--- config.mk ---
export PLATFORM = sky130hd
export DESIGN_NAME = hdmc_cell
export DESIGN_NICKNAME = d
export VERILOG_FILES = /design/src/rtl/hdmc_cell.sv
export SDC_FILE = /design/constraint.sdc
export NUM_CORES = 1
export LEC_CHECK = 0
export BUFFER_PORTS_ARGS = -buffer_cell sky130_fd_sc_hd__buf_2
export CORE_UTILIZATION = 51
export CTS_CLUSTER_DIAMETER = 30
export CTS_CLUSTER_SIZE = 28
export DETAILED_ROUTE_END_ITERATION = 7
export PLACE_DENSITY = 0.87
export RECOVER_POWER = 25
export SLEW_MARGIN = 20
export SYNTH_ARGS = -nofsm -noshare
export SYNTH_HDL_FRONTEND = slang
export SYNTH_SLANG_ARGS = --single-unit
--- constraint.sdc ---
create_clock -name clk -period 4.1 [get_ports clk]
set_input_delay 0.41 -clock clk [delete_from_list [all_inputs] [get_ports clk]]
set_output_delay 0.41 -clock clk [all_outputs]
set_load 0.005 [all_outputs]
--- src/rtl/hdmc_cell.sv ---
// One stage of the overlap-test chain: a stored disk flows through the cells.
module hdmc_cell #(
  parameter int CB = 16,
  parameter int KIND = 0
) (
  input  logic                clk,
  input  logic                rst,
  input  logic                in_vld,
  input  logic [CB-1:0]       in_a,
  input  logic [CB-1:0]       in_b,
  input  logic [2*CB+1:0]     in_c,
  input  logic [CB-1:0]       cand_x,
  input  logic [CB-1:0]       cand_y,
  output logic                out_vld,
  output logic [CB-1:0]       out_a,
  output logic [CB-1:0]       out_b,
  output logic [2*CB+1:0]     out_c
);
  // KIND 0: minimum-image gaps from (x,y); KIND 1: sum of squared gaps in c
  logic [CB-1:0]   ga, gb;
  logic [CB-1:0]   da, db;
  logic [CB-1:0]   ra, rb;
  logic [2*CB+1:0] rc;
  logic [2*CB-1:0] sqa, sqb;

  always_comb begin
    da = cand_x - in_a;
    db = cand_y - in_b;
    ga = da[CB-1] ? (~da + 1'b1) : da;
    gb = db[CB-1] ? (~db + 1'b1) : db;
    sqa = in_a * in_a;
    sqb = in_b * in_b;
    ra = in_a;
    rb = in_b;
    rc = in_c;
    case (KIND)
      0: begin
        ra = ga;
        rb = gb;
      end
      1: begin
        ra = '0;
        rb = '0;
        rc = {2'b00, sqa} + {2'b00, sqb};
      end
      default: ;
    endcase
  end

  always_ff @(posedge clk) begin
    if (rst) begin
      out_vld <= 1'b0;
    end else begin
      out_vld <= in_vld;
    end
    out_a <= ra;
    out_b <= rb;
    out_c <= rc;
  end
endmodule
## Yosys cells after proc, flatten, opt, wreduce, memory -nomap -nowiden

Index checks and enable logic that the tools add are counted.

- $add $sub $neg: 4
- Mux-type cells: 2
- Bitwise gates (word level): 2

Operators by type and width:

| operator | number |
|---|---|
| adder 16 x 1 -> 16 bit, second input constant | 2 |
| NOT 16 bit | 2 |
| subtractor 16 bit | 2 |
| two-way mux 15 bit | 2 |

- Bits in registers: 67
- Bits of input ports: 101
- Word-level logic and storage cells: 14

## Logic depth before layout (Yosys ltp)

- Depth after elaboration: 4
- Gate-level depth with buffers: 12
- Depth with buffers taken out: 12

## Worst setup path before layout

OpenSTA, ideal clock, no wires.

- Path kind: in2reg
- Start: input port cand_y[0]
- End: register out_b[14]
- Setup time: 0.072 ns
- Data arrival time: 2.833 ns
- Required time: 4.028 ns
- Slack: 1.195 ns
- Stages on the path: 12
- Cell sequence: inv_1 > ha_1 > inv_1 > fa_1 > a211oi_1 > o21bai_1 > a21oi_1 > xor2_1 > nand4_1 > or3b_2 > o31ai_1 > xnor2_1

- Cells in the longest elaborated chain, start to end: 4

Ends and longest elaborated chain:

| element | line | text |
|---|---|---|
| start: declaration | 13 | `input logic [CB-1:0] cand_y,` |
| subtractor 16 bit (*) | 28 | `db = cand_y - in_b;` |
| NOT 16 bit | 30 | `gb = db[CB-1] ? (~db + 1'b1) : db;` |
| adder 16 x 1 -> 16 bit | 30 |  |
| two-way mux 15 bit (*) | 30 |  |
| named net gb[14] | 20 | `logic [CB-1:0] ga, gb;` |
| end signal: assignment | 57 | `out_b <= rb;` |
| end: declaration | 16 | `output logic [CB-1:0] out_b,` |

Mark *: on every way through the listed nets, which the timed path passes. The rest lies on a longest branch.
A chain may end at the register's enable or synchronous reset.

## Worst setup path after layout

- Start: input port cand_x[0]
- End: register out_a[15]

- Cells in the longest elaborated chain, start to end: 3

Ends and longest elaborated chain:

| element | line | text |
|---|---|---|
| start: declaration | 12 | `input logic [CB-1:0] cand_x,` |
| subtractor 16 bit (*) | 27 | `da = cand_x - in_a;` |
| NOT 16 bit | 29 | `ga = da[CB-1] ? (~da + 1'b1) : da;` |
| adder 16 x 1 -> 16 bit | 29 |  |
| end signal: assignment | 56 | `out_a <= ra;` |
| end: declaration | 15 | `output logic [CB-1:0] out_a,` |

Every way passes the cells marked *; elsewhere a longest branch is shown, timed or not.

==> flow_metrics.env <==
export IMPL_worstPathArrival_ps=3230
export IMPL_switching_share_pct=32.3
export IMPL_worst_ir_drop_vdd_uv=185
export IMPL_yosysSeqAreaShare_pct=37.3
export IMPL_wl_per_cell_microns=12.4
export IMPL_tightest_slew_ps=679
export IMPL_numCtsBuffers=9
export IMPL_p_sw_uw=681
export IMPL_num_vias=3403
export IMPL_grt_max_degree=17
export IMPL_synth_edf_count=0
export IMPL_fmax_mhz=339
export IMPL_drv_cap=0
export IMPL_initial_core_util_pct=52.9
export IMPL_layout_commonest_cell="buf_2"
export IMPL_crit_slowest_cell="nor4_1"
export IMPL_area_growth_synth_to_final_pct=31.1
export IMPL_layout_drive_gt1_share_pct=33.9
export IMPL_cp_required_ps=4370
export IMPL_dp_hpwl_mm=6.78
export IMPL_rsz0062_at_grt="false"
export IMPL_hold_violations=0
export IMPL_finalSetupViolations=0
export IMPL_fp_dieW_microns=86.0
export IMPL_crit_fanout=4
export IMPL_power_density_nw_per_um2=448
export IMPL_comb_power_share_pct=34.6
export IMPL_worstSetupPathType="input port to flop"
export IMPL_routed_via_density=5.09
export IMPL_drt_iter0_markers=118
export IMPL_cts_sinks=67
export IMPL_detail_route_first_pass_iterations=4
export IMPL_ys_ff_latch=67
export IMPL_period_share_pct=72.0
export IMPL_maxSlewHeadroom_pct=54.5
export IMPL_p_clk_share_pct=25.4
export IMPL_p_leak_uw=0.00236
export IMPL_layout_nets=702
export IMPL_synth_ff_type="dfxtp_1"
export IMPL_grt_pass1_vias=3131
export IMPL_root_buffer="clkbuf_8"
export IMPL_grt_pass1_wl_mm=13.3
export IMPL_synth_cells=398
export IMPL_cts_hold_buf=0
export IMPL_synth_area_sq_um=3590
export IMPL_utilization_pct=69.4
export IMPL_cp_start_kind="input port"
export IMPL_die_y_microns=86.0
export IMPL_final_cells=668
export IMPL_layout_common_cells="167 x buf_2, 67 x dfxtp_1, 44 x inv_1"
export IMPL_post_cts_setup_buffers=0
export IMPL_cp_common_cell="inv_1"
export IMPL_wl_mm=8.30
export IMPL_finalPower_uw=2110
export IMPL_cts_tree="yes"
export IMPL_dp_cells=652
export IMPL_ios=168
export IMPL_syn_num_nets=533
export IMPL_seqPwrFrac_pct=40.0
export IMPL_fin_tns_setup_ps=0
export IMPL_ant_nets=0
export IMPL_overflow=0
export IMPL_cts_max_path_buffers=2
export IMPL_antenna_found_initial=0
export IMPL_cts_htree_levels=3
export IMPL_status="finished, final reports clean"
export IMPL_ys_warn_count=0
export IMPL_antenna_cells=0
export IMPL_cts_resized=0
export IMPL_drc=0
export IMPL_dieArea_sq_um=7390
export IMPL_async_reset_ff_share_pct=0
export IMPL_final_min_clock_period_ps=2950
export IMPL_routabilityCongestion=0.869
export IMPL_slew_violations=0
export IMPL_core_sq_um=6790
export IMPL_clk_pin_slew_worst_paths_ps=80
export IMPL_rows=30
export IMPL_io_buffers=167
export IMPL_crit_chain="buf_2 -> inv_1 -> ha_1 -> inv_1 -> fa_1 -> a211oi_1 -> o21ai_0 -> a21oi_1 -> xor2_1 -> nand3_1 -> nor4_1 -> nor4b_1 -> and4b_1"
export IMPL_cp_end_kind="flop"
export IMPL_cpPeakStageDelay_ps=470
export IMPL_grtUsageTotal_pct=22.4
export IMPL_synth_distinct_cells=55
export IMPL_hold_path_class="input port to flop"
export IMPL_syn_area_per_cell_sq_um=9.03
export IMPL_p_int_uw=1430
[metal layers]
| layer | vias up | GRT usage (%) | share of wire (%) |
|---|---|---|---|
| met5 | - | 0 | 0 |
| met4 | 0 | 10.8 | 1.6 |
| met3 | 12 | 3.66 | 5.6 |
| met2 | 134 | 40.8 | 51 |
| met1 | 1537 | 25.3 | 42 |
| li1 | 1720 | - | - |
[synth_stat cells, types with 4 or more instances]
cell type,n,area share (%)
nand2b_1,4,0.70
clkbuf_1,7,0.73
inv_1,44,4.6
nor2_1,26,2.7
nand4_1,5,0.87
xnor2_1,34,8.3
ha_1,32,11
nand3_1,4,0.56
o21ai_0,19,2.6
a211oi_1,7,1.5
o211ai_1,4,0.84
xor2_1,17,4.1
dfxtp_1,67,37
a31oi_1,4,0.70
a21o_1,7,1.5
nand2_1,25,2.6
a21oi_1,25,3.5
nor2b_1,5,0.87
nor3_1,8,1.1
[through the flow]
step	hold WS, ps	worst slack, ps	instance area [sq um]
6_report	170	1150	4710
5_1_grt	155	848	4710
4_1_cts	155	1170	4710
3_5_place_dp	514	823	4510
3_3_place_gp	513	951	4510
2_1_floorplan	438	1190	3590
[worst max-delay path, delay by kind of cell]
family | cells | cell delay (ps)
xor gates and xnor gates | 1 | 270
adders and majority gates | 2 | 580
buffers and inverters | 3 | 200
and+or+nand+nor | 4 | 1120
AOI/OAI and AO/OA | 3 | 660
[cell type report]
type / count / area, sq um
Multi-Input combinational cell: 278 / 2050
Inverter: 44 / 165
Clock buffer: 9 / 124
Clock inverter: 7 / 76.3
Timing Repair Buffer: 167 / 836
Sequential cell: 67 / 1340
Fill cell: 552 / 2080
Tap cell: 96 / 120
[cell families after synthesis]
| group | count (synthesis) | share of synthesized area (%) |
|---|---|---|
| muxes | 1 | 0.313 |
| and+or+nand+nor | 97 | 13.5 |
| adders and majority gates | 34 | 12.3 |
| DFF | 67 | 37.3 |
| buffers and inverters | 53 | 5.67 |
| xor gates and xnor gates | 53 | 13.3 |
| AOI/OAI and AO/OA | 93 | 17.6 |
[worst paths after layout]
kind,endpoint,start,slack (ps),cells after the start
hold / removal,out_c[23],in_c[23],170,1
setup / recovery,out_a[15],cand_x[0],1150,13
[registers in the layout, summed over array words and instances, names as in the netlist]
| signal | count |
|---|---|
| out_b | 16 |
| out_a | 16 |
| out_vld | 1 |
| out_c | 34 |
[power groups by stage]
stage | combinational (uW) | sequential [uW] | clock, uW
2_1_floorplan | 417 | 876 | 0
3_3_place_gp | 696 | 854 | 0
3_5_place_dp | 725 | 860 | 0
4_1_cts | 728 | 845 | 551
5_1_grt | 805 | 856 | 580
6_report | 729 | 844 | 537
No activity file was read; power rests on OpenSTA's default activity.
